==> config.mk <==
export PLATFORM = sky130hd
export DESIGN_NAME = gcte_front
export DESIGN_NICKNAME = d
export VERILOG_FILES = /design/src/sv/guest_csr_trap_emulator_core_macros.svh /design/src/sv/gcte_pkg.sv /design/src/sv/gcte_front.sv
export SDC_FILE = /design/constraint.sdc
export NUM_CORES = 1
export LEC_CHECK = 0
export ABC_CLOCK_PERIOD_IN_PS = 3000
export BUFFER_PORTS_ARGS = -buffer_cell sky130_fd_sc_hd__buf_4
export CAP_MARGIN = 0
export CORE_AREA = 2 2 115 117
export DETAILED_ROUTE_END_ITERATION = 7
export DIE_AREA = 0 0 117 119
export GPL_ROUTABILITY_DRIVEN = 0
export PLACE_DENSITY_LB_ADDON = 0.25
export SETUP_SLACK_MARGIN = 0.5
export SLEW_MARGIN = 15
export SYNTH_ARGS = -nofsm -noshare
export SYNTH_HDL_FRONTEND = slang
export SYNTH_SLANG_ARGS = --single-unit
==> constraint.sdc <==
create_clock -name vclk -period 3
set_input_delay 0.3 -clock vclk [all_inputs]
set_output_delay 0.3 -clock vclk [all_outputs]
set_load 0.05 [all_outputs]
==> src/sv/guest_csr_trap_emulator_core_macros.svh <==
// ----------------------------------------------------------------------------
// Assertion macros for the guest CSR trap emulator
// ----------------------------------------------------------------------------
`ifndef GUEST_CSR_TRAP_EMULATOR_CORE_MACROS_SVH
`define GUEST_CSR_TRAP_EMULATOR_CORE_MACROS_SVH

// Same-cycle implication, disabled during reset
`define GCTE_ASSERT_IMP(lbl, clk, rst, ante, cons) \
  lbl: assert property (@(posedge clk) disable iff (rst) (ante) |-> (cons)) \
    else $error("gcte assertion failed");

// Next-cycle implication, disabled during reset
`define GCTE_ASSERT_NXT(lbl, clk, rst, ante, cons) \
  lbl: assert property (@(posedge clk) disable iff (rst) (ante) |=> (cons)) \
    else $error("gcte assertion failed");

`endif

==> src/sv/gcte_pkg.sv <==
// ----------------------------------------------------------------------------
// gcte_pkg
// Shared types, codes and CSR tables of the guest CSR trap emulator.
// ----------------------------------------------------------------------------
package gcte_pkg;

  localparam int PMP_ENTRIES_DEF = 2;
  localparam int CSR_COUNT       = 41;
  localparam int SLOT_W          = 6;

  // Opcodes (funct3)
  localparam logic [2:0] OP_SYSTEM = 3'd0;
  localparam logic [2:0] OP_CSRW   = 3'd1;
  localparam logic [2:0] OP_CSRR   = 3'd2;

  // System addresses
  localparam logic [11:0] SYS_ECALL = 12'h000;
  localparam logic [11:0] SYS_SRET  = 12'h102;
  localparam logic [11:0] SYS_MRET  = 12'h302;

  // Status codes
  localparam logic [2:0] ST_OK        = 3'd0;
  localparam logic [2:0] ST_NOT_FOUND = 3'd1;
  localparam logic [2:0] ST_PRIV_LOW  = 3'd2;
  localparam logic [2:0] ST_ZERO_VEND = 3'd3;
  localparam logic [2:0] ST_STVEC_Z   = 3'd4;
  localparam logic [2:0] ST_RET_PRIV  = 3'd5;
  localparam logic [2:0] ST_ILLEGAL   = 3'd6;

  // Privilege modes
  localparam logic [1:0] MODE_USER    = 2'd0;
  localparam logic [1:0] MODE_SUPER   = 2'd1;
  localparam logic [1:0] MODE_MACHINE = 2'd2;

  // Slots held in dedicated registers; the PMP address slots use generic storage
  localparam logic [SLOT_W-1:0] SLOT_SSTATUS  = 6'd8;
  localparam logic [SLOT_W-1:0] SLOT_STVEC    = 6'd12;
  localparam logic [SLOT_W-1:0] SLOT_SEPC     = 6'd15;
  localparam logic [SLOT_W-1:0] SLOT_VENDOR   = 6'd20;
  localparam logic [SLOT_W-1:0] SLOT_MSTATUS  = 6'd24;
  localparam logic [SLOT_W-1:0] SLOT_MEPC     = 6'd32;
  localparam logic [SLOT_W-1:0] SLOT_PMPCFG   = 6'd38;
  localparam logic [SLOT_W-1:0] SLOT_PMPADDR0 = 6'd39;
  localparam logic [SLOT_W-1:0] SLOT_PMPADDR1 = 6'd40;

  localparam logic [63:0] VENDOR_RESET = 64'h0000_6373_6535_3336;

  // Instruction class decided by the front end
  typedef enum logic [2:0] {
    K_ECALL, K_SRET, K_MRET, K_READ, K_WRITE, K_ILLEGAL
  } kind_t;

  // Classified item handed to the back end
  typedef struct packed {
    kind_t             kind;
    logic              found;
    logic [SLOT_W-1:0] slot;
    logic [1:0]        min_priv;
    logic [63:0]       src;
    logic [4:0]        dst;
    logic [63:0]       pc;
  } work_t;

  // Address decode; returns a found bit above the slot, all zero for an unknown address
  function automatic logic [SLOT_W:0] csr_lookup(input logic [11:0] addr);
    logic [SLOT_W:0] r;
    r = '0;
    case (addr)
      12'h000: r = {1'b1, 6'd2};
      12'h004: r = {1'b1, 6'd1};
      12'h040: r = {1'b1, 6'd3};
      12'h041: r = {1'b1, 6'd4};
      12'h042: r = {1'b1, 6'd5};
      12'h043: r = {1'b1, 6'd6};
      12'h044: r = {1'b1, 6'd7};
      12'h100: r = {1'b1, 6'd8};
      12'h102: r = {1'b1, 6'd9};
      12'h103: r = {1'b1, 6'd10};
      12'h104: r = {1'b1, 6'd11};
      12'h105: r = {1'b1, 6'd12};
      12'h106: r = {1'b1, 6'd13};
      12'h140: r = {1'b1, 6'd14};
      12'h141: r = {1'b1, 6'd15};
      12'h142: r = {1'b1, 6'd16};
      12'h143: r = {1'b1, 6'd17};
      12'h144: r = {1'b1, 6'd18};
      12'h180: r = {1'b1, 6'd19};
      12'hf11: r = {1'b1, 6'd20};
      12'hf12: r = {1'b1, 6'd21};
      12'hf13: r = {1'b1, 6'd22};
      12'hf14: r = {1'b1, 6'd23};
      12'h300: r = {1'b1, 6'd24};
      12'h301: r = {1'b1, 6'd25};
      12'h302: r = {1'b1, 6'd26};
      12'h303: r = {1'b1, 6'd27};
      12'h304: r = {1'b1, 6'd28};
      12'h305: r = {1'b1, 6'd29};
      12'h306: r = {1'b1, 6'd30};
      12'h340: r = {1'b1, 6'd31};
      12'h341: r = {1'b1, 6'd32};
      12'h342: r = {1'b1, 6'd33};
      12'h343: r = {1'b1, 6'd34};
      12'h344: r = {1'b1, 6'd35};
      12'h34a: r = {1'b1, 6'd36};
      12'h34b: r = {1'b1, 6'd37};
      12'h3a0: r = {1'b1, 6'd38};
      12'h3b0: r = {1'b1, 6'd39};
      12'h3b1: r = {1'b1, 6'd40};
      default: r = '0;
    endcase
    return r;
  endfunction

  // Minimum privilege by slot
  function automatic logic [1:0] csr_priv(input logic [SLOT_W-1:0] slot);
    logic [1:0] p;
    if (slot < 6'd8) begin
      p = MODE_USER;
    end else if (slot < 6'd21) begin
      p = MODE_SUPER;
    end else begin
      p = MODE_MACHINE;
    end
    return p;
  endfunction

endpackage

==> src/sv/gcte_front.sv <==
// ----------------------------------------------------------------------------
// gcte_front
// Classifies an incoming trapped instruction and decodes its CSR address.
// ----------------------------------------------------------------------------
module gcte_front
  import gcte_pkg::*;
(
  input  logic [2:0]  opcode,
  input  logic [11:0] csr_addr,
  input  logic [63:0] source_value,
  input  logic [4:0]  dest_index,
  input  logic [63:0] current_pc,
  output work_t       work
);

  logic [SLOT_W:0] hit;

  // Address decode
  assign hit = csr_lookup(csr_addr);

  // Instruction class
  always_comb begin
    work.kind = K_ILLEGAL;
    case (opcode)
      OP_SYSTEM: begin
        if (csr_addr == SYS_ECALL) begin
          work.kind = K_ECALL;
        end else if (csr_addr == SYS_SRET) begin
          work.kind = K_SRET;
        end else if (csr_addr == SYS_MRET) begin
          work.kind = K_MRET;
        end
      end
      OP_CSRW: work.kind = K_WRITE;
      OP_CSRR: work.kind = K_READ;
      default: work.kind = K_ILLEGAL;
    endcase
    work.found    = hit[SLOT_W];
    work.slot     = hit[SLOT_W-1:0];
    work.min_priv = csr_priv(hit[SLOT_W-1:0]);
    work.src      = source_value;
    work.dst      = dest_index;
    work.pc       = current_pc;
  end

endmodule

# ---- After elaboration in Yosys (flattened, before gate mapping)
# Cells that the tools add are included.
dict set report classes {
  n_lt_le_gt_ge 2
  n_eq_ne 41
  mux 7
  reduce_logical 2
}
# op n
set ops {}
lappend ops {{7-bit one-hot mux with 40 select lines} 1}
lappend ops {{12-bit by 10-bit equality test with 1-bit output, second input constant} 17}
lappend ops {{12-bit by 9-bit equality test with 1-bit output, second input constant} 12}
lappend ops {{12-bit by 7-bit equality test with 1-bit output, second input constant} 5}
lappend ops {{12-bit equality test, second input constant} 4}
lappend ops {{12-bit by 3-bit equality test with 1-bit output, second input constant} 1}
lappend ops {{12-bit zero test} 1}
lappend ops {{3-bit 2-to-1 mux} 3}
lappend ops {{3-bit one-hot mux with 3 select lines} 1}
lappend ops {{6-bit by 4-bit < comparator with 1-bit output, second input constant} 1}
lappend ops {{6-bit by 5-bit < comparator with 1-bit output, second input constant} 1}
lappend ops {{2-bit 2-to-1 mux} 2}
lappend ops {{3-bit by 1-bit equality test with 1-bit output, second input constant} 1}
lappend ops {{3-bit by 2-bit equality test with 1-bit output, second input constant} 1}
lappend ops {{3-bit zero test} 1}
dict set report totals {
  regBits 0
  input_bits 148
  output_inout_bits 145
  word_cells 52
}

# ---- Depth between registers and ports, before layout
# Gate-level depths: netlist (run 1).
dict set report logic_depth {
  depth_word 5
  ltp_mapped 8
  mapped_depth_nobuf 6
}

# ---- Worst setup path before layout (run 1)
# Ideal clock, no wire load.
dict set report synth_path {
  path_type {input to output}
  startpoint {in csr_addr[5]}
  endpoint {out work[133] (netlist bit)}
  arrival_ps 3026
  required_time_ps 2700
  path_slack_ps -326
  cell_stages 7
  path_buffers 1
  cell_sequence {buf_4 -> or4_4 -> or3_1 -> a221o_1 -> o31ai_1 -> o21ai_2 -> a211oi_1}
}
# element line_no
set synth_lines {}
lappend synth_lines {{start: declaration} gcte_front.sv:9} ;# input logic [11:0] csr_addr,
lappend synth_lines {{end: declaration} gcte_front.sv:13} ;# output work_t work

==> results of run 1 <==
==> metal layers <==
metal	vias to the layer above	wire, um	part of all wire (%)	GRT usage (%)
li1	572	-	-	-
met1	624	1930	38	8.02
met2	74	2320	46	10.3
met3	48	556	11	1.83
met4	0	272	5.4	3.97
met5	-	0	0	0
==> power by group through the flow <==
stage,registers [mW],clock network (mW),logic (mW)
6_report,0,0,0.117
5_1_grt,0,0,0.125
4_1_cts,0,0,0.112
3_5_place_dp,0,0,0.105
3_3_place_gp,0,0,0.108
2_1_floorplan,0,0,0.548
==> area by class of cell <==
class / instances / area (um2) / area share [%]
Inverter: 3 / 11.3 / 0.754
Multi-Input combinational cell: 117 / 953 / 63.9
Tap cell: 176 / 220 / 14.8
Timing Repair Buffer: 37 / 308 / 20.6
==> layout by cell type (no fill, tap or decap), drive strengths merged, types with 4 or more instances in the layout <==
master	n
o21a	4
a21oi	5
nor4	7
buf	37
nor2b	4
o21ai	7
nor2	14
nand2	8
or4	7
nor3	7
a31oi	4
==> worst min path at each step <==
stage	startpoint	endpoint	slack, ns
3_5_place_dp	source_value[36]	work[105]	0.60
2_1_floorplan	current_pc[0]	work[0]	0.77
5_1_grt	current_pc[37]	work[37]	0.60
6_report	source_value[32]	work[101]	0.60
3_3_place_gp	source_value[36]	work[105]	0.60
4_1_cts	source_value[36]	work[105]	0.60
==> cells by family after synthesis <==
logic type      count (synthesis)  synth area share (%)
compound gates                 39                  15.6
mux                             1                 0.528
xor+xnor                        5                  2.31
buf+inv                       150                  58.1
simple gates                   72                  23.4
==> what timing repair did <==
| action | in CTS | in global routing |
|---|---|---|
| buffers inserted | 2 | 3 |
| gates resized for setup | 22 | 11 |
| pin swaps | 9 | 6 |
| setup endpoints to repair | 3 | 6 |
==> worst max-delay path, delay by kind of cell <==
family,cells,cell delay [ns]
compound gates,3,0.46
buf+inv,2,0.34
simple gates,3,1.14
==> per-stage QoR <==
step                      area, um2  std cells  hold slack, ns  worst slack, ns
after floorplan                1930        267           0.767            0.356
after global placement         1300        328           0.600            0.278
after detailed placement       1300        328           0.600            0.294
after CTS                      1420        330           0.600            0.406
after global routing           1490        333           0.600            0.412
final                          1490        333           0.600            0.454
==> results.sh, run 1 <==
export IMPL_syn_nets=415
export IMPL_grt_pass1_wl_mm=7.28
export IMPL_antenna_found_initial=0
export IMPL_min_delay_path_depth=0
export IMPL_io_buffers=27
export IMPL_relSlewSlack_pct=55.0
export IMPL_synth_top_cells_by_count="135 x buf_4, 14 x nor2_1, 8 x nand2_1, 7 x nor3_1, 7 x nor4_1"
export IMPL_synth_yosys_seq_area_share_pct=0
export IMPL_syn_area_per_cell_um2=7.09
export IMPL_nFlopsAndLatches=0
export IMPL_grt_max_degree=19
export IMPL_dr_pass1_iters=4
export IMPL_grt_overflow=0
export IMPL_nClkBuffers=0
export IMPL_crit_path_start="csr_addr[5]"
export IMPL_finalSetupTns_ns=0
export IMPL_place_hpwl_mm=3.96
export IMPL_period_needed_ns=2.55
export IMPL_hold_viol_final=0
export IMPL_drive_above_1_share_pct=46.5
export IMPL_cp_start_kind="input pin"
export IMPL_slew_viol_final=0
export IMPL_drtAntennaViolNets=0
export IMPL_area_growth_pct=-21.2
export IMPL_yosysMostFrequentCell="buf_4"
export IMPL_final_util_pct=11.6
export IMPL_post_route_drc_count=0
export IMPL_arrival_ns=2.25
export IMPL_synth_cell_types=54
export IMPL_vias=1318
export IMPL_routed_wl_mm=5.07
export IMPL_cellPowerDensity_mw_per_mm2=78.5
export IMPL_p_clk_share_pct=0
export IMPL_p_total_mw=0.117
export IMPL_seqPwrFrac_pct=0
export IMPL_postCtsHoldBufs=0
export IMPL_intPower_mw=0.0459
export IMPL_synth_top_area_share_pct=53.5
export IMPL_rsz0062_at_grt="true"
export IMPL_switching_share_pct=60.8
export IMPL_ys_warn_count=0
export IMPL_row_count=42
export IMPL_combPwrFrac_pct=100.0
export IMPL_register_area_um2=0
export IMPL_ir_drop_uv=30.8
export IMPL_status="finished clean"
export IMPL_die_w_um=117
export IMPL_initialDrtViolationCount=72
export IMPL_fmaxAchievable_mhz=393
export IMPL_syn_inst=267
export IMPL_cp_slowest_cell="or4b_4"
export IMPL_cp_end_kind="primary output"
export IMPL_p_sw_mw=0.0713
export IMPL_initial_core_util_pct=14.7
export IMPL_core_mm2=0.0129
export IMPL_vias_per_cell=3.96
export IMPL_syn_area_mm2=0.00189
export IMPL_grt_total_usage_pct=6.63
export IMPL_setup_violations=0
export IMPL_hold_class="in2out"
export IMPL_grt_pass1_vias=1224
export IMPL_slowest_delay_ns=0.54
export IMPL_io_pin_count=293
export IMPL_criticalPathCategory="in2out"
export IMPL_synth_area_top_cells="buf_4 54%, nor2_1 2.8%, nor4_1 2.3%, or4_1 2.0%, nor3_1 1.8%"
export IMPL_cp_endpoint="work[133]"
export IMPL_fin_nets=307
export IMPL_cap_violations=0
export IMPL_power_leakage_nw=0.465
export IMPL_crit_required_ns=2.70
export IMPL_cp_max_fo=11
export IMPL_post_drt_wl_per_cell_um=15.2
export IMPL_die_h_um=119
export IMPL_diodes=0
export IMPL_path_cells="buf_4, or4b_4, or4_4, a21oi_4, or3_4, o21ai_2, a211oi_4, buf_6"
export IMPL_synth_top_cell_by_area="buf_4"
export IMPL_fin_crit_sh_pct=84.9
export IMPL_num_fill_cells=1505
export IMPL_tightest_slew_ns=0.670
export IMPL_die_area_mm2=0.0139
No activity file was read; power rests on OpenSTA's default activity.
==> run 2, diff against run 1 <==
--- a/config.mk
+++ b/config.mk
@@ -5,12 +5,12 @@
 export SDC_FILE = /design/constraint.sdc
 export NUM_CORES = 1
 export LEC_CHECK = 0
-export ABC_CLOCK_PERIOD_IN_PS = 3000
+export ABC_CLOCK_PERIOD_IN_PS = 2300
 export BUFFER_PORTS_ARGS = -buffer_cell sky130_fd_sc_hd__buf_4
 export CAP_MARGIN = 0
-export CORE_AREA = 2 2 115 117
+export CORE_AREA = 2 2 114 116
 export DETAILED_ROUTE_END_ITERATION = 7
-export DIE_AREA = 0 0 117 119
+export DIE_AREA = 0 0 116 118
 export GPL_ROUTABILITY_DRIVEN = 0
 export PLACE_DENSITY_LB_ADDON = 0.25
 export SETUP_SLACK_MARGIN = 0.5
==> constraint.sdc (replaced) <==
create_clock -name vclk -period 2.3
set_input_delay 0.23 -clock vclk [all_inputs]
set_output_delay 0.23 -clock vclk [all_outputs]
set_load 0.05 [all_outputs]
==> run 2 against run 1 <==
The flow now finishes with violations (setup timing). Non-clock buffer count increased by 66. Sequential share of layout area unchanged. Via count increased by 21%.
==> results.sh, run 2 (same netlist as run 1, synthesis figures left out) <==
export IMPL_die_w_um=116
export IMPL_crit_buf_inv=5
export IMPL_place_hpwl_mm=5.03
export IMPL_postCtsHoldBufs=0
export IMPL_design_area_mm2=0.00233
export IMPL_cp_top_family="simple AND/OR/NAND/NOR gates"
export IMPL_drtAntennaViolNets=0
export IMPL_stdcell_count=395
export IMPL_placed_cells=377
export IMPL_io_buffers=27
export IMPL_criticalPathCategory="in2out"
export IMPL_slowest_delay_ns=0.42
export IMPL_fin_ws_ns=-0.104
export IMPL_combPwrFrac_pct=100.0
export IMPL_violations="setup timing"
export IMPL_mostFrequentLayoutCell="buf_4"
export IMPL_arrival_ns=2.17
export IMPL_grt_pass1_vias=1636
export IMPL_rsz0062_at_grt="true"
export IMPL_grt_overflow=0
export IMPL_fmaxAchievable_mhz=416
export IMPL_routed_wl_mm=6.32
export IMPL_path_common_cell="buf_6"
export IMPL_cp_start_kind="input pin"
export IMPL_hold_viol_final=0
export IMPL_dr_pass1_iters=4
export IMPL_cellPowerDensity_mw_per_mm2=102
export IMPL_diodes=0
export IMPL_register_area_um2=0
export IMPL_core_mm2=0.0124
export IMPL_crit_required_ns=2.07
export IMPL_path_cells="buf_6, buf_6, or3b_4, or3_4, o22ai_4, nor3_4, buf_4, a311oi_2, buf_4, a211oi_4, buf_6"
export IMPL_die_area_mm2=0.0137
export IMPL_cap_violations=0
export IMPL_die_h_um=118
export IMPL_ir_drop_uv=39.3
export IMPL_intPower_mw=0.119
export IMPL_post_drt_wl_per_cell_um=16.0
export IMPL_grt_total_usage_pct=8.60
export IMPL_initialDrtViolationCount=39
export IMPL_cp_slowest_cell="or3_4"
export IMPL_grt_max_degree=12
export IMPL_final_cell_mix="65 x buf_4, 27 x buf_6, 12 x nor2_1"
export IMPL_setup_violations=4
export IMPL_p_clk_share_pct=0
export IMPL_status="finished, violations left"
export IMPL_slew_viol_final=0
export IMPL_area_growth_pct=22.9
export IMPL_fin_crit_sh_pct=105
export IMPL_drive_above_1_share_pct=70.4
export IMPL_grt_pass1_wl_mm=9.37
export IMPL_power_leakage_nw=0.872
export IMPL_vias_per_cell=4.04
export IMPL_antenna_found_initial=0
export IMPL_period_needed_ns=2.40
export IMPL_vias=1595
export IMPL_fin_nets=373
export IMPL_io_pin_count=293
export IMPL_placed_area_mm2=0.00179
export IMPL_post_route_drc_count=0
export IMPL_tightest_slew_ns=0.404
export IMPL_num_fill_cells=1433
export IMPL_cp_max_fo=3
export IMPL_switching_share_pct=49.9
export IMPL_nFlopsAndLatches=0
export IMPL_p_sw_mw=0.118
export IMPL_row_count=41
export IMPL_relSlewSlack_pct=72.8
export IMPL_initial_core_util_pct=15.3
export IMPL_nClkBuffers=0
export IMPL_hold_class="in2out"
export IMPL_cp_end_kind="primary output"
export IMPL_seqPwrFrac_pct=0
-- run 2: changes by cell type in the layout (fill, tap and decap cells not counted), sizes merged --
cell  change
buf      +66
-- run 2: final timing paths --
kind | from | to | slack, ns | depth (start not counted)
worst min-delay path | source_value[34] | work[103] | 0.46 | 0
worst max-delay path | csr_addr[10] | work[133] | -0.10 | 11
-- run 2: layer usage --
metal	share of wire [%]	vias up	track usage (%)
met1	37	758	9.62
met4	4.9	0	3.87
li1	-	706	-
met5	0	-	0
met2	50	87	15.4
met3	8.3	44	1.80
-- run 2: through the flow --
step	power (mW)	utilization (%)	worst slack (ns)	hold WS, ns	setup TNS [ns]
finish	0.237	18.7	-0.104	0.460	-0.222
global route	0.254	18.7	-0.165	0.460	-0.505
CTS	0.224	17.7	-0.114	0.460	-0.210
detailed placement	0.194	14.4	-0.270	0.460	-0.778
global placement	0.194	14.4	-0.241	0.460	-0.775
floorplan	0.722	-	-0.170	0.599	-0.380
-- run 2: timing repair --
item	4_1_cts	5_1_grt
gates resized for setup	68	21
setup endpoints to repair	12	12
buffers inserted	15	3
pin swaps	21	8
-- run 2: power by group through the flow --
stage	clock [mW]	combinational (mW)	sequential, mW
after floorplan	0	0.722	0
after global placement	0	0.194	0
after detailed placement	0	0.194	0
after CTS	0	0.224	0
after global routing	0	0.254	0
final	0	0.237	0
-- run 2: cell type report --
cell class                      count  area, um2  area share [%]
Inverter                            3       11.3           0.484
Multi-Input combinational cell    117       1130            48.5
Tap cell                          172        215            9.25
Timing Repair Buffer              103        972            41.8
