**config.mk**
```make
export PLATFORM = sky130hd
export DESIGN_NAME = gcte_back
export DESIGN_NICKNAME = d
export VERILOG_FILES = /design/src/sv/gcte_pkg.sv /design/src/sv/gcte_back.sv
export VERILOG_INCLUDE_DIRS = /design/src /design/src/sv
export SDC_FILE = /design/constraint.sdc
export NUM_CORES = 2
export LEC_CHECK = 0
export ABC_CLOCK_PERIOD_IN_PS = 26800
export BUFFER_PORTS_ARGS = -buffer_cell sky130_fd_sc_hd__buf_2
export CAP_MARGIN = 20
export CORE_MARGIN = 5
export CORE_UTILIZATION = 61
export DETAILED_ROUTE_END_ITERATION = 6
export GPL_TIMING_DRIVEN = 0
export PLACE_DENSITY = 0.78
export SYNTH_ARGS = -nofsm -noshare
export SYNTH_HDL_FRONTEND = slang
export SYNTH_SLANG_ARGS = --single-unit
```
**constraint.sdc**
```tcl
create_clock -name clk -period 26.8 [get_ports clk]
set_clock_uncertainty 0.15 [all_clocks]
set_input_delay 1.34 -clock clk [delete_from_list [all_inputs] [get_ports clk]]
set_output_delay 1.34 -clock clk [all_outputs]
set_load 0.01 [all_outputs]
```
**src/sv/guest_csr_trap_emulator_core_macros.svh**
```systemverilog
// ----------------------------------------------------------------------------
// Assertion macros for the guest CSR trap emulator
// ----------------------------------------------------------------------------
`ifndef GUEST_CSR_TRAP_EMULATOR_CORE_MACROS_SVH
`define GUEST_CSR_TRAP_EMULATOR_CORE_MACROS_SVH

// Same-cycle implication, disabled during reset
`define GCTE_ASSERT_IMP(lbl, clk, rst, ante, cons) \
  lbl: assert property (@(posedge clk) disable iff (rst) (ante) |-> (cons)) \
    else $error("gcte assertion failed");

// Next-cycle implication, disabled during reset
`define GCTE_ASSERT_NXT(lbl, clk, rst, ante, cons) \
  lbl: assert property (@(posedge clk) disable iff (rst) (ante) |=> (cons)) \
    else $error("gcte assertion failed");

`endif

```
**src/sv/gcte_pkg.sv**
```systemverilog
// ----------------------------------------------------------------------------
// gcte_pkg
// Shared types, codes and CSR tables of the guest CSR trap emulator.
// ----------------------------------------------------------------------------
package gcte_pkg;

  localparam int PMP_ENTRIES_DEF = 2;
  localparam int CSR_COUNT       = 41;
  localparam int SLOT_W          = 6;

  // Opcodes (funct3)
  localparam logic [2:0] OP_SYSTEM = 3'd0;
  localparam logic [2:0] OP_CSRW   = 3'd1;
  localparam logic [2:0] OP_CSRR   = 3'd2;

  // System addresses
  localparam logic [11:0] SYS_ECALL = 12'h000;
  localparam logic [11:0] SYS_SRET  = 12'h102;
  localparam logic [11:0] SYS_MRET  = 12'h302;

  // Status codes
  localparam logic [2:0] ST_OK        = 3'd0;
  localparam logic [2:0] ST_NOT_FOUND = 3'd1;
  localparam logic [2:0] ST_PRIV_LOW  = 3'd2;
  localparam logic [2:0] ST_ZERO_VEND = 3'd3;
  localparam logic [2:0] ST_STVEC_Z   = 3'd4;
  localparam logic [2:0] ST_RET_PRIV  = 3'd5;
  localparam logic [2:0] ST_ILLEGAL   = 3'd6;

  // Privilege modes
  localparam logic [1:0] MODE_USER    = 2'd0;
  localparam logic [1:0] MODE_SUPER   = 2'd1;
  localparam logic [1:0] MODE_MACHINE = 2'd2;

  // Slots held in dedicated registers; the PMP address slots use generic storage
  localparam logic [SLOT_W-1:0] SLOT_SSTATUS  = 6'd8;
  localparam logic [SLOT_W-1:0] SLOT_STVEC    = 6'd12;
  localparam logic [SLOT_W-1:0] SLOT_SEPC     = 6'd15;
  localparam logic [SLOT_W-1:0] SLOT_VENDOR   = 6'd20;
  localparam logic [SLOT_W-1:0] SLOT_MSTATUS  = 6'd24;
  localparam logic [SLOT_W-1:0] SLOT_MEPC     = 6'd32;
  localparam logic [SLOT_W-1:0] SLOT_PMPCFG   = 6'd38;
  localparam logic [SLOT_W-1:0] SLOT_PMPADDR0 = 6'd39;
  localparam logic [SLOT_W-1:0] SLOT_PMPADDR1 = 6'd40;

  localparam logic [63:0] VENDOR_RESET = 64'h0000_6373_6535_3336;

  // Instruction class decided by the front end
  typedef enum logic [2:0] {
    K_ECALL, K_SRET, K_MRET, K_READ, K_WRITE, K_ILLEGAL
  } kind_t;

  // Classified item handed to the back end
  typedef struct packed {
    kind_t             kind;
    logic              found;
    logic [SLOT_W-1:0] slot;
    logic [1:0]        min_priv;
    logic [63:0]       src;
    logic [4:0]        dst;
    logic [63:0]       pc;
  } work_t;

  // Address decode; returns a found bit above the slot, all zero for an unknown address
  function automatic logic [SLOT_W:0] csr_lookup(input logic [11:0] addr);
    logic [SLOT_W:0] r;
    r = '0;
    case (addr)
      12'h000: r = {1'b1, 6'd2};
      12'h004: r = {1'b1, 6'd1};
      12'h040: r = {1'b1, 6'd3};
      12'h041: r = {1'b1, 6'd4};
      12'h042: r = {1'b1, 6'd5};
      12'h043: r = {1'b1, 6'd6};
      12'h044: r = {1'b1, 6'd7};
      12'h100: r = {1'b1, 6'd8};
      12'h102: r = {1'b1, 6'd9};
      12'h103: r = {1'b1, 6'd10};
      12'h104: r = {1'b1, 6'd11};
      12'h105: r = {1'b1, 6'd12};
      12'h106: r = {1'b1, 6'd13};
      12'h140: r = {1'b1, 6'd14};
      12'h141: r = {1'b1, 6'd15};
      12'h142: r = {1'b1, 6'd16};
      12'h143: r = {1'b1, 6'd17};
      12'h144: r = {1'b1, 6'd18};
      12'h180: r = {1'b1, 6'd19};
      12'hf11: r = {1'b1, 6'd20};
      12'hf12: r = {1'b1, 6'd21};
      12'hf13: r = {1'b1, 6'd22};
      12'hf14: r = {1'b1, 6'd23};
      12'h300: r = {1'b1, 6'd24};
      12'h301: r = {1'b1, 6'd25};
      12'h302: r = {1'b1, 6'd26};
      12'h303: r = {1'b1, 6'd27};
      12'h304: r = {1'b1, 6'd28};
      12'h305: r = {1'b1, 6'd29};
      12'h306: r = {1'b1, 6'd30};
      12'h340: r = {1'b1, 6'd31};
      12'h341: r = {1'b1, 6'd32};
      12'h342: r = {1'b1, 6'd33};
      12'h343: r = {1'b1, 6'd34};
      12'h344: r = {1'b1, 6'd35};
      12'h34a: r = {1'b1, 6'd36};
      12'h34b: r = {1'b1, 6'd37};
      12'h3a0: r = {1'b1, 6'd38};
      12'h3b0: r = {1'b1, 6'd39};
      12'h3b1: r = {1'b1, 6'd40};
      default: r = '0;
    endcase
    return r;
  endfunction

  // Minimum privilege by slot
  function automatic logic [1:0] csr_priv(input logic [SLOT_W-1:0] slot);
    logic [1:0] p;
    if (slot < 6'd8) begin
      p = MODE_USER;
    end else if (slot < 6'd21) begin
      p = MODE_SUPER;
    end else begin
      p = MODE_MACHINE;
    end
    return p;
  endfunction

endpackage

```
**src/sv/gcte_back.sv**
```systemverilog
// ----------------------------------------------------------------------------
// gcte_back
// Holds the guest CSR state and executes one classified item at a time.
// ----------------------------------------------------------------------------
module gcte_back
  import gcte_pkg::*;
#(
  parameter int PmpEntries = PMP_ENTRIES_DEF
)
(
  input  logic        clk,
  input  logic        rst,
  input  work_t       q_data,
  input  logic        q_empty,
  output logic        q_pop,
  output logic        empty,
  input  logic        pop,
  output logic [2:0]  status,
  output logic        killed,
  output logic        state_reset,
  output logic        write_enable,
  output logic [4:0]  write_index,
  output logic [63:0] write_value,
  output logic [63:0] next_pc,
  output logic [1:0]  privilege,
  output logic        restricted_map
);

  localparam int TorChecks = (PmpEntries < 8) ? PmpEntries : 8;

  typedef enum logic {S_IDLE, S_EXEC} state_t;

  state_t state;
  work_t  cur;
  logic   out_valid;

  // Generic CSR storage with valid bits; special slots live in registers
  logic [63:0]          mem [CSR_COUNT];
  logic [CSR_COUNT-1:0] mem_vld;
  logic [63:0]          mem_q;
  logic                 mem_vld_q;

  logic [63:0] sstatus, stvec, sepc, vendor, mstatus, mepc, pmpcfg;
  logic [1:0]  mode;
  logic        pmp_active;

  // Execute-stage results
  logic [63:0] rd_val;
  logic [63:0] cfg_new;
  logic        tor;
  logic [2:0]  st;
  logic        do_reset;
  logic        we;
  logic [63:0] npc;
  logic        csr_wr;
  logic        is_special;

  assign empty = !out_valid;
  assign q_pop = (state == S_IDLE) && !q_empty && !out_valid;

  assign is_special = (cur.slot == SLOT_SSTATUS) || (cur.slot == SLOT_STVEC) ||
                      (cur.slot == SLOT_SEPC) || (cur.slot == SLOT_VENDOR) ||
                      (cur.slot == SLOT_MSTATUS) || (cur.slot == SLOT_MEPC) ||
                      (cur.slot == SLOT_PMPCFG);

  // Read value of the addressed slot
  always_comb begin
    case (cur.slot)
      SLOT_SSTATUS: rd_val = sstatus;
      SLOT_STVEC:   rd_val = stvec;
      SLOT_SEPC:    rd_val = sepc;
      SLOT_VENDOR:  rd_val = vendor;
      SLOT_MSTATUS: rd_val = mstatus;
      SLOT_MEPC:    rd_val = mepc;
      SLOT_PMPCFG:  rd_val = pmpcfg;
      default:      rd_val = mem_vld_q ? mem_q : 64'd0;
    endcase
  end

  // TOR check over the PMP config bytes after this write
  always_comb begin
    cfg_new = (cur.slot == SLOT_PMPCFG) ? cur.src : pmpcfg;
    tor     = 1'b0;
    for (int i = 0; i < TorChecks; i++) begin
      if (cfg_new[i*8+3 +: 2] == 2'd1) begin
        tor = 1'b1;
      end
    end
  end

  // Outcome of the item
  always_comb begin
    st       = ST_OK;
    do_reset = 1'b0;
    we       = 1'b0;
    csr_wr   = 1'b0;
    npc      = cur.pc;
    case (cur.kind)
      K_ECALL: begin
        if (stvec == 64'd0) begin
          st = ST_STVEC_Z;
        end else begin
          npc = stvec;
        end
      end
      K_SRET: begin
        if (mode < MODE_SUPER) begin
          st = ST_RET_PRIV;
        end else begin
          npc = sepc;
        end
      end
      K_MRET: begin
        if (mode < MODE_MACHINE) begin
          st = ST_RET_PRIV;
        end else begin
          npc = mepc;
        end
      end
      K_READ, K_WRITE: begin
        if (!cur.found) begin
          st = ST_NOT_FOUND;
        end else if (mode < cur.min_priv) begin
          st = ST_PRIV_LOW;
        end else if (cur.kind == K_READ) begin
          we  = (cur.dst != 5'd0);
          npc = cur.pc + 64'd4;
        end else if ((cur.slot == SLOT_VENDOR) && (cur.src == 64'd0)) begin
          st = ST_ZERO_VEND;
        end else begin
          csr_wr = 1'b1;
          npc    = cur.pc + 64'd4;
        end
        do_reset = (st != ST_OK);
      end
      default: begin
        st       = ST_ILLEGAL;
        do_reset = 1'b1;
      end
    endcase
  end

  // Generic storage: registered read, write on success
  always_ff @(posedge clk) begin
    if (q_pop) begin
      mem_q <= mem[q_data.slot];
    end
    if ((state == S_EXEC) && csr_wr && !is_special) begin
      mem[cur.slot] <= cur.src;
    end
  end

  // Sequencer, architectural state and result register
  always_ff @(posedge clk) begin
    if (rst) begin
      state      <= S_IDLE;
      out_valid  <= 1'b0;
      mem_vld    <= '0;
      mem_vld_q  <= 1'b0;
      sstatus    <= 64'd0;
      stvec      <= 64'd0;
      sepc       <= 64'd0;
      vendor     <= VENDOR_RESET;
      mstatus    <= 64'd0;
      mepc       <= 64'd0;
      pmpcfg     <= 64'd0;
      mode       <= MODE_MACHINE;
      pmp_active <= 1'b0;
    end else begin
      if (pop && out_valid) begin
        out_valid <= 1'b0;
      end
      case (state)
        S_IDLE: begin
          if (q_pop) begin
            cur       <= q_data;
            mem_vld_q <= mem_vld[q_data.slot];
            state     <= S_EXEC;
          end
        end
        S_EXEC: begin
          state        <= S_IDLE;
          out_valid    <= 1'b1;
          status       <= st;
          killed       <= (st != ST_OK);
          state_reset  <= do_reset;
          write_enable <= we;
          write_index  <= we ? cur.dst : 5'd0;
          write_value  <= we ? rd_val : 64'd0;
          next_pc      <= npc;
          if (do_reset) begin
            mem_vld        <= '0;
            sstatus        <= 64'd0;
            stvec          <= 64'd0;
            sepc           <= 64'd0;
            vendor         <= VENDOR_RESET;
            mstatus        <= 64'd0;
            mepc           <= 64'd0;
            pmpcfg         <= 64'd0;
            mode           <= MODE_MACHINE;
            pmp_active     <= 1'b0;
            privilege      <= MODE_MACHINE;
            restricted_map <= 1'b0;
          end else if (st != ST_OK) begin
            privilege      <= mode;
            restricted_map <= pmp_active && (mode != MODE_MACHINE);
          end else begin
            case (cur.kind)
              K_ECALL: begin
                sepc           <= cur.pc;
                mode           <= MODE_SUPER;
                privilege      <= MODE_SUPER;
                restricted_map <= pmp_active;
              end
              K_SRET: begin
                sstatus <= {sstatus[63:9], 1'b0, sstatus[7:6], 1'b0, sstatus[4:2],
                            sstatus[1] | sstatus[5], sstatus[0]};
                mode           <= sstatus[8] ? MODE_SUPER : MODE_USER;
                privilege      <= sstatus[8] ? MODE_SUPER : MODE_USER;
                restricted_map <= pmp_active;
              end
              K_MRET: begin
                mstatus <= {mstatus[63:6], 1'b0, mstatus[4],
                            mstatus[3] | mstatus[7], mstatus[2:0]};
                mode           <= mstatus[11] ? MODE_SUPER : MODE_USER;
                privilege      <= mstatus[11] ? MODE_SUPER : MODE_USER;
                restricted_map <= pmp_active;
              end
              default: begin
                privilege      <= mode;
                restricted_map <= pmp_active && (mode != MODE_MACHINE);
                if (csr_wr) begin
                  case (cur.slot)
                    SLOT_SSTATUS: sstatus <= cur.src;
                    SLOT_STVEC:   stvec   <= cur.src;
                    SLOT_SEPC:    sepc    <= cur.src;
                    SLOT_VENDOR:  vendor  <= cur.src;
                    SLOT_MSTATUS: mstatus <= cur.src;
                    SLOT_MEPC:    mepc    <= cur.src;
                    SLOT_PMPCFG:  pmpcfg  <= cur.src;
                    default:      mem_vld[cur.slot] <= 1'b1;
                  endcase
                  if ((cur.slot == SLOT_PMPCFG) || (cur.slot == SLOT_PMPADDR0) ||
                      (cur.slot == SLOT_PMPADDR1)) begin
                    pmp_active     <= tor;
                    restricted_map <= tor && (mode != MODE_MACHINE);
                  end
                end
              end
            endcase
          end
        end
        default: state <= S_IDLE;
      endcase
    end
  end

`include "guest_csr_trap_emulator_core_macros.svh"

  `GCTE_ASSERT_IMP(a_kill_status, clk, rst, out_valid, killed == (status != ST_OK))
  `GCTE_ASSERT_IMP(a_reset_kills, clk, rst, out_valid && state_reset, killed)
  `GCTE_ASSERT_IMP(a_reset_machine, clk, rst, out_valid && state_reset,
                   privilege == MODE_MACHINE)
  `GCTE_ASSERT_IMP(a_wb_ok, clk, rst, out_valid && write_enable, !killed)
  `GCTE_ASSERT_NXT(a_one_exec, clk, rst, state == S_EXEC, out_valid)

endmodule

```
# Word level (Yosys, flattened, before mapping)
# Memories as Yosys holds them, arrays and structs flattened. A register that Yosys moved wholly into a read port is not among the register bits.
# Index checks and enable logic that the tools add are counted.
# op_classes
magnitude_cmp,6
n_eq_ne,24
reduce_logical,62
add_sub_neg,1
n_mux,95
bitwise_logic,5
# op_table
op,n
2-to-1 mux 64 bit,40
case mux 64 bit (7 select lines),1
case mux 64 bit (2 select lines),3
case mux 64 bit (4 select lines),1
2-to-1 mux 41 bit,5
zero test 64 bit,2
"adder 64 x 3 -> 64 bit, second input constant",1
AND reduction 5 bit,9
bitwise OR 41 bit,1
2-to-1 mux 1 bit,29
"== test 6 bit, second input constant",4
nonzero test 3 bit,8
"== test 6 x 4 -> 1 bit, second input constant",3
nonzero test 2 bit,9
"less-than comparator 6 x 7 -> 1 bit, second input constant",2
"== test 6 x 5 -> 1 bit, second input constant",2
2-to-1 mux 2 bit,6
2-to-1 mux 3 bit,4
case mux 3 bit (4 select lines),1
AND reduction 6 bit,2
"!= test 2 x 1 -> 1 bit, second input constant",5
logical AND 1 bit,9
logical OR 1 bit,8
"!= test 2 bit, second input constant",4
23 further kinds,34
# word_totals
mem_count,1
in_bits,149
elab_cells,226
ff_bits,782
ram_bits,2624
# memory_table
name,words,width,read_ports,rd_ports_with_merged_regs,wr,line,rtl
mem,41,64,1,1,1,gcte_back.sv:38,logic [63:0] mem [CSR_COUNT];

# Longest topological paths before layout
# logic_depth
ltp_word,11
ltp_mapped,12

# Worst setup path after synthesis
# OpenSTA, ideal clock, no wires.
# synth_timing
path_type,input port to flip-flop
start,in rst
end,"reg cur[0] (netlist bit), enable pin"
path_stages,3
setup_slack_ns,10.224
n_path_buf,2
arrival_time_ns,15.422
cell_sequence,buf_1 clkbuf_1 nor4_1
# synth_via
elab_chain_cells,2
# synth_lines
item,line,rtl
from (decl),gcte_back.sv:12,"input logic rst,"
NOT 1 bit (no line),--,
AND reduction 3 bit (no line),--,
to (signal assigned),gcte_back.sv:176,cur <= q_data;
to (decl),gcte_back.sv:34,work_t cur;
# Every way passes these cells.
# A chain may end at the register's enable or synchronous reset.

# Worst setup path after layout
# layout_timing
start,reg cur[91] (netlist bit)
end,"mem mem[37][14], enable pin"
# layout_via
elab_chain_cells,11
# layout_lines
item,line,rtl
zero test 64 bit,gcte_back.sv:128,end else if ((cur.slot == SLOT_VENDOR) && (cur.src == 64'd0)) begin
logical AND 1 bit,gcte_back.sv:128,
2-to-1 mux 1 bit,gcte_back.sv:128,
2-to-1 mux 1 bit,gcte_back.sv:125,end else if (cur.kind == K_READ) begin
2-to-1 mux 1 bit,gcte_back.sv:123,end else if (mode < cur.min_priv) begin
2-to-1 mux 1 bit,gcte_back.sv:121,if (!cur.found) begin
2-to-1 mux 1 bit,gcte_back.sv:98,case (cur.kind)
logical AND 1 bit (2 in a row),gcte_back.sv:148,if ((state == S_EXEC) && csr_wr && !is_special) begin
2-to-1 mux 1 bit,gcte_back.sv:148,
2-to-1 mux 1 bit (implied by the code),gcte_back.sv:149,mem[cur.slot] <= cur.src;
to (decl),gcte_back.sv:38,
# Every way passes these cells.

==> impl_metrics.py <==
metrics = {
    "logic_synthesis": {
        "synth_edf_count": 2975,
        "postSynth.topFlopCell": "edfxtp_1",
        "ys.warnings.count": 0,
        "synth_simple_gate_area_share_pct": 2.58,
        "synthXorXnorAreaFrac_pct": 0.0654,
        "syn_area_sq_um": 134000,
        "synthArstFlopShare_pct": 0,
        "synth_seq_cells": 3470,
        "area_share_of_fa_ha_maj_cells_after_synthesis_pct": 0.0187,
        "average_footprint_of_a_synthesized_cell_sq_um": 19.8,
        "yosysSeqAreaShare_pct": 74.1,
        "synth_top_family_by_area": "multiplexers",
        "yosys-top-cells-area": "edfxtp_1 (67%), mux4_2 (14%), dfxtp_1 (7.4%), a22o_1 (2.5%), a222oi_1 (0.93%)",
        "area_share_of_the_largest_cell_type_after_synthesis_pct": 66.7,
        "synth.mux.area_fraction_pct": 15.4,
        "synthTopCellsByCount": "edfxtp_1 (2975), mux4_2 (842), dfxtp_1 (495)",
        "syn-instance-count": 6755,
        "synth_compound_area_share_pct": 6.07,
        "yosys.cell_count.top_type": "edfxtp_1",
        "post_synth_num_cell_types": 88,
        "synthDominantAreaCellType": "edfxtp_1",
    },
    "global_route": {
        "grt_antenna_before_repair": 44,
        "grt_remaining_overflow": 0,
        "grt_pass1_wl_um": 630000,
        "grt_pass1_vias": 81000,
        "grtUsageTotal_pct": 39.4,
        "grt_max_degree": 89,
    },
    "timing": {
        "rsz_0062_raised_after_global_routing": "no",
        "max_clock_freq_ghz": 0.168,
        "setup_slack_ns": 20.83,
        "timing.hold.ws_ns": 0.305,
        "finalWorstPathRequiredPeriod_ns": 5.97,
        "hold_viol": 0,
        "worst_slew_pin_slew_ns": 1.33,
        "max_slew_margin_pct": 11.3,
        "final_min_period_over_clock_period_pct": 22.3,
        "report.final.setup_viol": 0,
        "final-max-slew-violation-count": 0,
    },
    "place": {
        "place.detailed.instances": 10700,
        "gpl.final_weighted_congestion": 0.981,
        "dpl-instance-area_sq_um": 145000,
        "port_buffers": 292,
        "pre_cts_ws_ns": 20.83,
        "dp_hpwl_um": 298000,
    },
    "clock_network": {
        "cts_root_buf": "clkbuf_16",
        "clk_lat_worst_skew_ns": 0.99,
        "cts_tree": "yes",
        "clk_path_buf_depth": 4,
        "cts_hold_buf": 0,
        "post_cts_resized": 0,
        "number_of_levels_in_the_clock_h_tree": 5,
        "clkSlewWorstSetupHoldPaths_ns": 0.07,
        "tritoncts.num_buffers": 354,
        "clock_sink_count": 3470,
        "post-cts-setup-buffer-count": 0,
    },
    "layout": {
        "layout-area-overhead-vs-synth_pct": 18.1,
        "multi_input_area_sq_um": 34200,
        "final_cells": 11400,
        "finish.instance_area_sq_um": 158000,
        "layout-drive-gt1-share_pct": 27.8,
        "seq_area_sq_um": 99200,
        "layout.filler_cells": 12100,
        "design.final.nets": 8435,
    },
    "worst_setup_path": {
        "critPathKind": "reg2reg",
        "worst-path-buf-inv": 9,
        "worst_path_max_delay_cell": "nor3_2",
        "slowest_stage_delay_cp_ns": 0.85,
        "worstSetupStartpointType": "register",
        "crit_top_cell": "buf_6",
        "cp_data_arrival_time_ns": 6.50,
        "timing.critical_path.cells": "buf_16 > clkbuf_1 > nor4_1 > nand4_1 > nor3_2 > nand3_4 > and2_1 > buf_6 > nand3_2 > buf_2 > nor3_2 > buf_6 > buf_6 > buf_8 > buf_4 > buf_6",
        "critPathMaxFanout": 26,
        "critPathRequiredTime_ns": 27.33,
        "crit_path_end_kind": "register",
        "critical-path-top-delay-family": "buffers and inverters",
    },
    "drt": {
        "drt_iter0_drc": 16000,
        "drtAntennaViolNets": 0,
        "via_per_inst": 7.31,
        "drc": 144,
        "drt_pass_1_iters": 7,
        "via_count": 83600,
        "avgRoutedWirePerCell_um": 41.5,
        "drt-total-wl_um": 474000,
    },
    "hold_path": {
        "hold_class": "reg2reg",
    },
    "power_and_ir_drop": {
        "power_per_cell_area_nw_per_um2": 73.3,
        "netSwitchingFraction_pct": 22.4,
        "power_frac_comb_pct": 5.5,
        "peak_supply_drop_mv": 0.0722,
        "clock_power_share_pct": 43.0,
        "power_leakage_nw": 52.7,
        "switching_power_mw": 2.60,
        "seq_power_share_pct": 51.5,
        "internal_power_of_the_cells_mw": 8.99,
    },
    "status": {
        "failed_checks": "design-rule violations",
        "status": "complete, but fails checks",
    },
    "die": {
        "initial_utilization_pct": 61.2,
        "fp.dieArea_sq_um": 229000,
        "floorplan.rows": 172,
        "top_level_ports": 293,
        "floorplan.core_area_sq_um": 219000,
        "dieWidth_um": 479,
        "dieHeight_um": 479,
    },
    "run": {
        "cap_violations": 0,
    },
}
-- final timing paths --
kind,startpoint,to,slack (ns),depth (start not counted)
setup / recovery,cur[91],mem[37][14],20.83,16
hold / removal,vendor[61],vendor[61],0.31,2
setup reg to reg,cur[91],mem[37][14],20.83,16
hold reg to reg,vendor[61],vendor[61],0.31,2
-- layer usage --
layer | share of wire [%] | GRT usage (%) | vias to the layer above
met5 | 0.050 | 0 | -
met4 | 8.5 | 23.4 | 38
met3 | 13 | 10.2 | 2127
met2 | 46 | 61.6 | 8427
met1 | 32 | 50.7 | 41800
li1 | - | - | 31200
-- area by class of cell --
cell class / count / share of cell area [%]
tap: 2871 / 2.27
timing repair buffer: 726 / 4.72
inverter: 29 / 0.0728
multi-input combinational: 3180 / 21.6
antenna: 17 / 0.0269
sequential: 3470 / 62.7
buffer: 523 / 1.44
clock buffer: 441 / 5.99
clock inverter: 176 / 1.11
-- power by group through the flow --
| stage | registers, mW | clock network, mW | logic, mW |
|---|---|---|---|
| 3_3_place_gp | 6.11 | 0 | 0.509 |
| 5_1_grt | 5.97 | 5.23 | 0.652 |
| 6_report | 5.97 | 4.98 | 0.639 |
| 2_1_floorplan | 6.08 | 0 | 0.320 |
| 3_5_place_dp | 6.10 | 0 | 0.547 |
| 4_1_cts | 5.99 | 4.94 | 0.564 |
-- metrics by stage --
| step | power, mW | utilization (%) | setup TNS [ns] |
|---|---|---|---|
| 2_1_floorplan | 6.40 | - | 0 |
| 3_3_place_gp | 6.62 | 64.2 | -650.14 |
| 3_5_place_dp | 6.65 | 66.3 | 0 |
| 4_1_cts | 11.5 | 71.4 | 0 |
| 5_1_grt | 11.9 | 72.2 | 0 |
| 6_report | 11.6 | 72.2 | 0 |
-- kinds of logic after synthesis --
logic type,Yosys count
fa+ha+maj,2
other cells,1
xor+xnor,10
mux,999
simple gates,697
buf+inv,552
flops,3470
compound gates,1024
-- registers in the layout, indices dropped and copies added, names as in the netlist, 2 cells and up --
register     cells
write_index      5
write_value     64
next_pc         64
cur            145
mode             2
mem_vld         41
mem           2624
status           3
stvec           64
mstatus         64
vendor          64
privilege        2
mem_q           64
pmpcfg          64
mepc            64
sstatus         64
sepc            64
-- cell usage in the layout (no fill, tap or decap), types with 18 or more instances in the layout --
master	synthesis	final
buf_1	58	56
o211ai_1	21	21
o2bb2ai_1	64	64
clkbuf_2	17	23
o21ai_0	62	62
a22o_1	379	379
a221oi_1	68	68
nand4_1	34	34
and3_1	20	20
nor2_1	143	142
clkinv_2	1	61
nand3_1	98	98
buf_8	0	51
clkbuf_1	303	368
nor3_2	5	39
o311ai_0	22	22
clkinv_1	1	64
a21oi_1	116	116
inv_1	27	26
mux2i_1	71	71
a222oi_1	124	124
conb_1	1	448
bufinv_16	0	35
nand2_1	194	194
o21ai_1	18	18
mux2_2	86	86
buf_2	123	421
buf_4	10	64
clkbuf_16	0	365
edfxtp_1	2975	2975
a31oi_1	99	99
mux4_2	842	842
dfxtp_1	495	495
nor3_1	77	43
nor4_1	49	47
buf_6	12	264
buf_16	0	70
-- worst register-to-register path, delay by kind of cell, from the launching register on --
family,cells,cell delay [ns]
AND/OR/NAND/NOR,7,2.15
buffers and inverters,9,2.65
flip-flops,1,0.74
Note: power is estimated with default switching activity, not from simulation.
